$ cat src/design/tari_pkg.sv
package tari_pkg;

  // Field widths of the packet header and the reset descriptor.
  localparam int ADDR_W = 32;
  localparam int PORT_W = 16;
  localparam int SEQ_W = 32;
  localparam int LEN_W = 16;
  localparam int CSUM_W = 16;

  // Stream and configuration port widths.
  localparam int IN_TDATA_W = 192;
  localparam int OUT_TDATA_W = 144;
  localparam int CFG_INDEX_W = 3;
  localparam int CFG_DATA_W = 64;
  localparam int COUNT_W = 4;

  // The allowlist storage is four pairs of 32-bit addresses.
  localparam int MAX_ENTRIES = 8;

  // Configuration register indexes.
  localparam logic [CFG_INDEX_W-1:0] REG_ALLOWED_COUNT = 3'd0;
  localparam logic [CFG_INDEX_W-1:0] REG_ALLOWED_PAIR_0 = 3'd1;
  localparam logic [CFG_INDEX_W-1:0] REG_ALLOWED_PAIR_1 = 3'd2;
  localparam logic [CFG_INDEX_W-1:0] REG_ALLOWED_PAIR_2 = 3'd3;
  localparam logic [CFG_INDEX_W-1:0] REG_ALLOWED_PAIR_3 = 3'd4;

  // Protocol constants.
  localparam logic [7:0] PROTO_TCP = 8'd6;
  localparam logic [LEN_W-1:0] MIN_PACKET_BYTES = 16'd40;
  localparam logic [LEN_W-1:0] TCP_HDR_BYTES = 16'd20;
  localparam logic [15:0] OFFSET_AND_RST = 16'h5004;

  // One input item as it sits in s_tdata; the first member is the top bits.
  typedef struct packed {
    logic [2:0]        pad;
    logic              reset_set;
    logic [SEQ_W-1:0]  ack_number;
    logic [SEQ_W-1:0]  sequence_req;
    logic [PORT_W-1:0] dest_port;
    logic [PORT_W-1:0] source_port;
    logic [ADDR_W-1:0] dest_address;
    logic [ADDR_W-1:0] source_address;
    logic [LEN_W-1:0]  packet_length;
    logic [3:0]        header_words;
    logic [7:0]        protocol;
  } item_t;

  // The part of a reset descriptor that travels in m_tdata.
  typedef struct packed {
    logic [CSUM_W-1:0] rst_checksum;
    logic [SEQ_W-1:0]  rst_sequence;
    logic [PORT_W-1:0] rst_dest_port;
    logic [PORT_W-1:0] rst_source_port;
    logic [ADDR_W-1:0] rst_dest_address;
    logic [ADDR_W-1:0] rst_source_address;
  } desc_data_t;

  // A full descriptor with its sideband flags.
  typedef struct packed {
    logic       last_of_pair;
    logic       toward_sender;
    desc_data_t data;
  } desc_t;

  // Allowlist configuration as seen by the filter.
  typedef struct packed {
    logic [COUNT_W-1:0]                    count;
    logic [MAX_ENTRIES-1:0][ADDR_W-1:0]    entries;
  } allow_cfg_t;

  // Handoff between the input stage and the output sequencer.
  typedef struct packed {
    logic  load;
    desc_t back;
    desc_t fwd;
  } emit_req_t;

endpackage

$ cat src/design/tari_filter.sv
module tari_filter #(
  parameter int ALLOW_ENTRIES = 8
) (
  input  tari_pkg::item_t      item,
  input  tari_pkg::allow_cfg_t allow,
  output logic                 pass,
  output tari_pkg::desc_t      desc_back,
  output tari_pkg::desc_t      desc_fwd
);
  import tari_pkg::*;

  localparam int LIMIT = (ALLOW_ENTRIES > MAX_ENTRIES) ? MAX_ENTRIES : ALLOW_ENTRIES;
  localparam int ENTRY_W = $clog2(MAX_ENTRIES);

  // Ones-complement checksum over the pseudo-header and an RST-only header.
  function automatic logic [CSUM_W-1:0] reset_checksum(
    input logic [ADDR_W-1:0] src,
    input logic [ADDR_W-1:0] dst,
    input logic [PORT_W-1:0] sport,
    input logic [PORT_W-1:0] dport,
    input logic [SEQ_W-1:0]  seq
  );
    logic [19:0] sum;
    logic [16:0] fold;
    sum = 20'(src[31:16]) + 20'(src[15:0]) + 20'(dst[31:16]) + 20'(dst[15:0])
        + 20'(PROTO_TCP) + 20'(TCP_HDR_BYTES) + 20'(sport) + 20'(dport)
        + 20'(seq[31:16]) + 20'(seq[15:0]) + 20'(OFFSET_AND_RST);
    fold = 17'(sum[19:16]) + 17'(sum[15:0]);
    fold = 17'(fold[16]) + 17'(fold[15:0]);
    return ~fold[15:0];
  endfunction

  logic             listed;
  logic [6:0]       fit_need;
  logic [SEQ_W-1:0] seq_next;

  // Source address lookup against the valid part of the allowlist.
  always_comb begin
    listed = 1'b0;
    for (int k = 0; k < LIMIT; k++) begin
      if ((COUNT_W'(k) < allow.count)
          && (allow.entries[ENTRY_W'(k)] == item.source_address)) begin
        listed = 1'b1;
      end
    end
  end

  // Drop checks.
  assign fit_need = 7'({item.header_words, 2'b00}) + 7'(TCP_HDR_BYTES);

  assign pass = (item.protocol == PROTO_TCP)
             && (item.packet_length >= MIN_PACKET_BYTES)
             && (LEN_W'(fit_need) <= item.packet_length)
             && !item.reset_set
             && !listed;

  assign seq_next = item.sequence_req + 32'd1;

  // Reset back toward the sender: addresses and ports swapped, ack as sequence.
  always_comb begin
    desc_back.last_of_pair = 1'b0;
    desc_back.toward_sender = 1'b1;
    desc_back.data.rst_source_address = item.dest_address;
    desc_back.data.rst_dest_address = item.source_address;
    desc_back.data.rst_source_port = item.dest_port;
    desc_back.data.rst_dest_port = item.source_port;
    desc_back.data.rst_sequence = item.ack_number;
    desc_back.data.rst_checksum = reset_checksum(item.dest_address, item.source_address,
                                                 item.dest_port, item.source_port,
                                                 item.ack_number);
  end

  // Reset forward to the destination with the next sequence number.
  always_comb begin
    desc_fwd.last_of_pair = 1'b1;
    desc_fwd.toward_sender = 1'b0;
    desc_fwd.data.rst_source_address = item.source_address;
    desc_fwd.data.rst_dest_address = item.dest_address;
    desc_fwd.data.rst_source_port = item.source_port;
    desc_fwd.data.rst_dest_port = item.dest_port;
    desc_fwd.data.rst_sequence = seq_next;
    desc_fwd.data.rst_checksum = reset_checksum(item.source_address, item.dest_address,
                                                item.source_port, item.dest_port,
                                                seq_next);
  end

endmodule

$ cat src/design/tari_emit.sv
module tari_emit (
  input  logic                                 clk,
  input  logic                                 rst,
  input  tari_pkg::emit_req_t                  req,
  output logic                                 free,
  output logic                                 m_tvalid,
  input  logic                                 m_tready,
  output logic [tari_pkg::OUT_TDATA_W-1:0]     m_tdata,   // rst_source_address, rst_dest_address,
                                                          // rst_source_port, rst_dest_port,
                                                          // rst_sequence, rst_checksum
  output logic                                 m_tuser,   // toward_sender
  output logic                                 m_tlast
);
  import tari_pkg::*;

  typedef enum logic [1:0] {
    EMPTY,
    FIRST_OUT,
    SECOND_OUT
  } phase_t;

  phase_t phase;
  desc_t  out_desc;
  desc_t  hold_desc;

  // A new pair can load when nothing is pending after this cycle.
  assign free = (phase == EMPTY) || ((phase == SECOND_OUT) && m_tready);

  // Output sequencer: the first descriptor goes out, the second waits behind it.
  always_ff @(posedge clk) begin
    if (rst) begin
      phase <= EMPTY;
    end else begin
      if (req.load && free) begin
        phase <= FIRST_OUT;
        out_desc <= req.back;
        hold_desc <= req.fwd;
      end else begin
        unique case (phase)
          FIRST_OUT: begin
            if (m_tready) begin
              phase <= SECOND_OUT;
              out_desc <= hold_desc;
            end
          end
          SECOND_OUT: begin
            if (m_tready) begin
              phase <= EMPTY;
            end
          end
          default: begin
            phase <= phase;
          end
        endcase
      end
    end
  end

  assign m_tvalid = (phase != EMPTY);
  assign m_tdata = out_desc.data;
  assign m_tuser = out_desc.toward_sender;
  assign m_tlast = out_desc.last_of_pair;

endmodule

$ cat src/design/tcp_allowlist_reset_injector_core.sv
// TCP reset injector with a source allowlist. Each item on the input stream
// carries the parsed header fields of one IPv4 packet. Packets that are not
// TCP, shorter than 40 bytes, whose TCP header does not fit, that already
// carry RST, or whose source is on the allowlist are dropped silently.
// Every other packet produces two reset descriptors on the output stream:
// first the one back toward the sender (tuser high), then the one forward
// to the destination (tlast high). The input item is held in an input
// register where the filter and both checksums are computed; the pair
// then moves into the output sequencer. A packet that produces resets
// holds the single output port for both descriptors, and the next pair
// loads as the second one is taken; dropped packets pass at one item per
// cycle unless a held packet waits ahead of them for the sequencer.
// Configuration writes take effect on the next cycle and should only be
// made while no packets are in flight.
module tcp_allowlist_reset_injector_core #(
  parameter int ALLOW_ENTRIES = 8
) (
  input  logic                                 clk,
  input  logic                                 rst,
  input  logic                                 s_tvalid,
  output logic                                 s_tready,
  input  logic [tari_pkg::IN_TDATA_W-1:0]      s_tdata,   // protocol, header_words,
                                                          // packet_length, source_address,
                                                          // dest_address, source_port,
                                                          // dest_port, sequence_req,
                                                          // ack_number, reset_set
  output logic                                 m_tvalid,
  input  logic                                 m_tready,
  output logic [tari_pkg::OUT_TDATA_W-1:0]     m_tdata,   // rst_source_address, rst_dest_address,
                                                          // rst_source_port, rst_dest_port,
                                                          // rst_sequence, rst_checksum
  output logic                                 m_tuser,   // toward_sender
  output logic                                 m_tlast,   // last_of_pair
  input  logic                                 cfg_write,
  input  logic [tari_pkg::CFG_INDEX_W-1:0]     cfg_index,
  input  logic [tari_pkg::CFG_DATA_W-1:0]      cfg_data
);
  import tari_pkg::*;

  allow_cfg_t allow;
  logic       in_valid;
  item_t      in_item;
  logic       pass;
  logic       emit_free;
  logic       advance;
  desc_t      desc_back;
  desc_t      desc_fwd;
  emit_req_t  req;

  // Configuration registers.
  always_ff @(posedge clk) begin
    if (rst) begin
      allow <= '0;
    end else if (cfg_write) begin
      unique case (cfg_index)
        REG_ALLOWED_COUNT: allow.count <= cfg_data[COUNT_W-1:0];
        REG_ALLOWED_PAIR_0: allow.entries[1:0] <= cfg_data;
        REG_ALLOWED_PAIR_1: allow.entries[3:2] <= cfg_data;
        REG_ALLOWED_PAIR_2: allow.entries[5:4] <= cfg_data;
        REG_ALLOWED_PAIR_3: allow.entries[7:6] <= cfg_data;
        default: allow <= allow;
      endcase
    end
  end

  // The held item leaves when it is dropped or the sequencer can take its pair.
  assign advance = in_valid && (!pass || emit_free);
  assign s_tready = !in_valid || advance;

  // Input register.
  always_ff @(posedge clk) begin
    if (rst) begin
      in_valid <= 1'b0;
    end else if (s_tvalid && s_tready) begin
      in_valid <= 1'b1;
    end else if (advance) begin
      in_valid <= 1'b0;
    end
  end

  always_ff @(posedge clk) begin
    if (s_tvalid && s_tready) begin
      in_item <= s_tdata;
    end
  end

  tari_filter #(
    .ALLOW_ENTRIES(ALLOW_ENTRIES)
  ) u_filter (
    .item      (in_item),
    .allow     (allow),
    .pass      (pass),
    .desc_back (desc_back),
    .desc_fwd  (desc_fwd)
  );

  assign req.load = in_valid && pass;
  assign req.back = desc_back;
  assign req.fwd = desc_fwd;

  tari_emit u_emit (
    .clk      (clk),
    .rst      (rst),
    .req      (req),
    .free     (emit_free),
    .m_tvalid (m_tvalid),
    .m_tready (m_tready),
    .m_tdata  (m_tdata),
    .m_tuser  (m_tuser),
    .m_tlast  (m_tlast)
  );

endmodule

$ cat config.mk
export PLATFORM = sky130hd
export DESIGN_NAME = tcp_allowlist_reset_injector_core
export DESIGN_NICKNAME = d
export VERILOG_FILES = /design/src/design/tari_pkg.sv /design/src/design/tari_filter.sv /design/src/design/tari_emit.sv /design/src/design/tcp_allowlist_reset_injector_core.sv
export SDC_FILE = /design/constraint.sdc
export NUM_CORES = 1
export LEC_CHECK = 0
export BUFFER_PORTS_ARGS = -buffer_cell sky130_fd_sc_hd__buf_2
export CAP_MARGIN = 0
export CORE_MARGIN = 2
export CORE_UTILIZATION = 40
export CTS_CLUSTER_DIAMETER = 120
export CTS_CLUSTER_SIZE = 10
export DETAILED_ROUTE_END_ITERATION = 7
export REMOVE_ABC_BUFFERS = 1
export SYNTH_ARGS = -nofsm -noshare
export SYNTH_HDL_FRONTEND = slang
export SYNTH_SLANG_ARGS = --single-unit
$ cat constraint.sdc
create_clock -name clk -period 12.2 [get_ports clk]
set_input_delay 3.05 -clock clk [delete_from_list [all_inputs] [get_ports clk]]
set_output_delay 3.05 -clock clk [all_outputs]
set_load 0.005 [all_outputs]
==> impl_metrics.py <==
metrics = {
    "run_status": {
        "status": "finished clean",
    },
    "logic_synthesis": {
        "yosysUniqueCellTypes": 86,
        "yosysMostFrequentCell": "edfxtp_1",
        "synth.area.mux_share_pct": 5.284,
        "ys.flop_type": "edfxtp_1",
        "syn-cell-area_um2": 31850,
        "ys_seq_area_share_pct": 53.65,
        "synth.largest_area_cell": "edfxtp_1",
        "synth_warnings": 0,
        "synthArstFlopShare_pct": 0,
        "ys_top_cells_by_count": "edfxtp_1, nand2_1, inv_1",
        "ys_ff_latch": 614,
        "synthAdderAreaFrac_pct": 15.02,
        "synth_top_family_by_area": "adder cells",
        "synth_compound_area_share_pct": 6.250,
        "synth_edf_count": 479,
        "netlist_top_cells_area": "edfxtp_1, fa_1, dfxtp_1",
        "synthSimpleGateAreaFrac_pct": 8.482,
        "synth_xor_xnor_area_share_pct": 6.844,
        "synth_top_area_share_pct": 45.16,
        "netlist_instances": 2565,
        "avgSynthCellArea_um2": 12.42,
    },
    "critical_path": {
        "cp_data_arrival_time_ns": 11.57,
        "worst_ep_required_time_ns": 12.55,
        "path_class": "flop to flop",
        "max_stage_delay_ns": 0.70,
        "slowest_stage": "edfxtp_1",
        "start_kind": "flop",
        "cp_max_fo": 8,
        "crit_top_cell": "fa_1",
        "endpoint_kind": "flop",
    },
    "route": {
        "vias": 20790,
        "drcViolationCount": 0,
        "viasPerCell": 5.135,
        "wl_mm": 88.86,
        "drt_iter0_markers": 1505,
        "ant_nets": 0,
        "dr.pass1.iters": 6,
        "avgRoutedWirePerCell_um": 21.95,
    },
    "cts": {
        "cts_resized": 0,
        "htreeDepth": 3,
        "hold_buffers": 0,
        "clk_pin_slew_ns": 0.06,
        "cts_tree": "yes",
        "cts_setup_buffers": 0,
        "cts_made_buffers": 71,
        "cts-root-buf": "clkbuf_16",
        "cts_sinks": 614,
        "clock_path_buffers": 3,
        "clock_latency_ns": 0.65,
    },
    "flow_run": {
        "drv_cap": 0,
    },
    "sta": {
        "setup_ws_ns": 0.9832,
        "min_period_over_period_pct": 91.94,
        "worst_pin_slew_ns": 1.060,
        "rsz0062_at_grt": "false",
        "setup_tns_ns": 0,
        "slew_violations": 0,
        "finalClockSkew_ns": 0.04584,
        "fin_crit_ns": 11.22,
        "fmax_mhz": 89.15,
        "slew-limit-headroom_pct": 28.69,
        "hold_violations": 0,
        "setup_viol": 0,
    },
    "floorplanning": {
        "boundaryPins": 412,
        "die_x_um": 286.2,
        "dieArea_um2": 81890,
        "fp.coreArea_um2": 78870,
        "num_rows": 103,
        "start_util_pct": 40.38,
        "fp.dieH_um": 286.2,
    },
    "placement": {
        "post-place-ws_ns": 1.048,
        "dpl.cell_count": 3955,
        "portBuffers": 408,
        "place_hpwl_mm": 65.59,
        "gp_congestion": 0.8932,
    },
    "layout": {
        "layout.nets": 3527,
        "synthToLayoutAreaGrowth_pct": 16.31,
        "final_layout_size_suffix_gt1_share_pct": 23.30,
        "finalNonFillerCells": 4049,
        "fillers": 7157,
    },
    "worst_hold_path": {
        "hp-class": "flop to flop",
    },
    "global_route": {
        "antenna_found_initial": 13,
        "grt_pass1_wl_mm": 130.7,
        "grt_usage_pct": 21.51,
        "grt_start_max_net_pins": 92,
        "grt_overflow": 0,
        "grt_pass1_vias": 21450,
    },
}
-- final cells by class --
cell class	count	area (um^2)	share of cell area (%)
antenna	3	7.507	0.02027
clock buffer	83	1822	4.918
clock inverter	8	182.7	0.4932
inverter	273	1025	2.766
multi-input combinational	1583	13360	36.06
sequential	614	17090	46.13
tap	1050	1314	3.547
timing repair buffer	435	2247	6.067
-- critical path, delay by kind of cell, from the launching register on --
family                   cells  cell delay (ns)
adder cells (fa/ha/maj)     10             4.02
AO/OA/AOI/OAI               12             2.58
AND/OR/NAND/NOR             14             2.43
XOR/XNOR                     3             0.90
flip-flops                   1             0.70
buffers and inverters        3             0.26
-- per-stage QoR --
step	util (%)	hold slack, ns	cell area, um^2
finish	46.97	0.4645	37040
global route	46.96	0.4826	37040
CTS	46.96	0.4662	37030
detailed placement	44.41	0.4586	35030
global placement	44.41	0.4531	35030
floorplan	-	0.4420	31450
-- routing by layer --
metal	global-route usage [%]	share of wire [%]
met2	36.54	48
met5	0	0.11
met1	27.27	42
met4	6.793	2.9
met3	4.905	6.9
-- final timing paths --
check	endpoint	slack [ns]	from	cells after the start
max	u_emit.hold_desc[138]	0.98	in_item[28]	42
min	allow[62]	0.46	allow[62]	2
max reg2reg	u_emit.hold_desc[138]	0.98	in_item[28]	42
min reg2reg	allow[62]	0.46	allow[62]	2
-- flip-flops by register name (all words and copies together) (netlist names) --
register,flops
in_valid,1
in_item,189
u_emit.m_tdata,144
u_emit.m_tlast,1
u_emit.hold_desc,144
allow,132
u_emit.phase,2
u_emit.m_tuser,1
-- cell usage in the layout, fill, tap and decap left out, types with 5 or more instances in the layout --
cell type	instances
a211oi_1	7
a21o_1	14
a21oi_1	179
and3_1	16
buf_2	407
buf_4	28
clkbuf_1	12
clkbuf_16	71
dfxtp_1	135
edfxtp_1	479
fa_1	162
ha_1	123
inv_1	273
mux2_2	141
mux2i_1	8
nand2_1	307
nand2b_1	12
nand3_1	31
nand4_1	16
nor2_1	73
nor2b_1	11
nor3_1	26
nor4_1	36
o2111ai_1	5
o21a_1	12
o21ai_0	31
o21bai_1	12
o31ai_1	5
or2_2	7
or3_1	5
xnor2_1	90
xor2_1	157
-- logic make-up (layout without fill, tap and decap cells) --
family,after synthesis,count (layout)
mux,150,150
other cells,0,3
simple gates,579,579
flops,614,614
compound gates,321,321
buf+inv,368,799
fa+ha+maj,285,285
xor+xnor,248,248
Power is left out: the tool's default activity adds up to more than one toggle a clock period on the data nets, which glitch-free logic cannot reach.
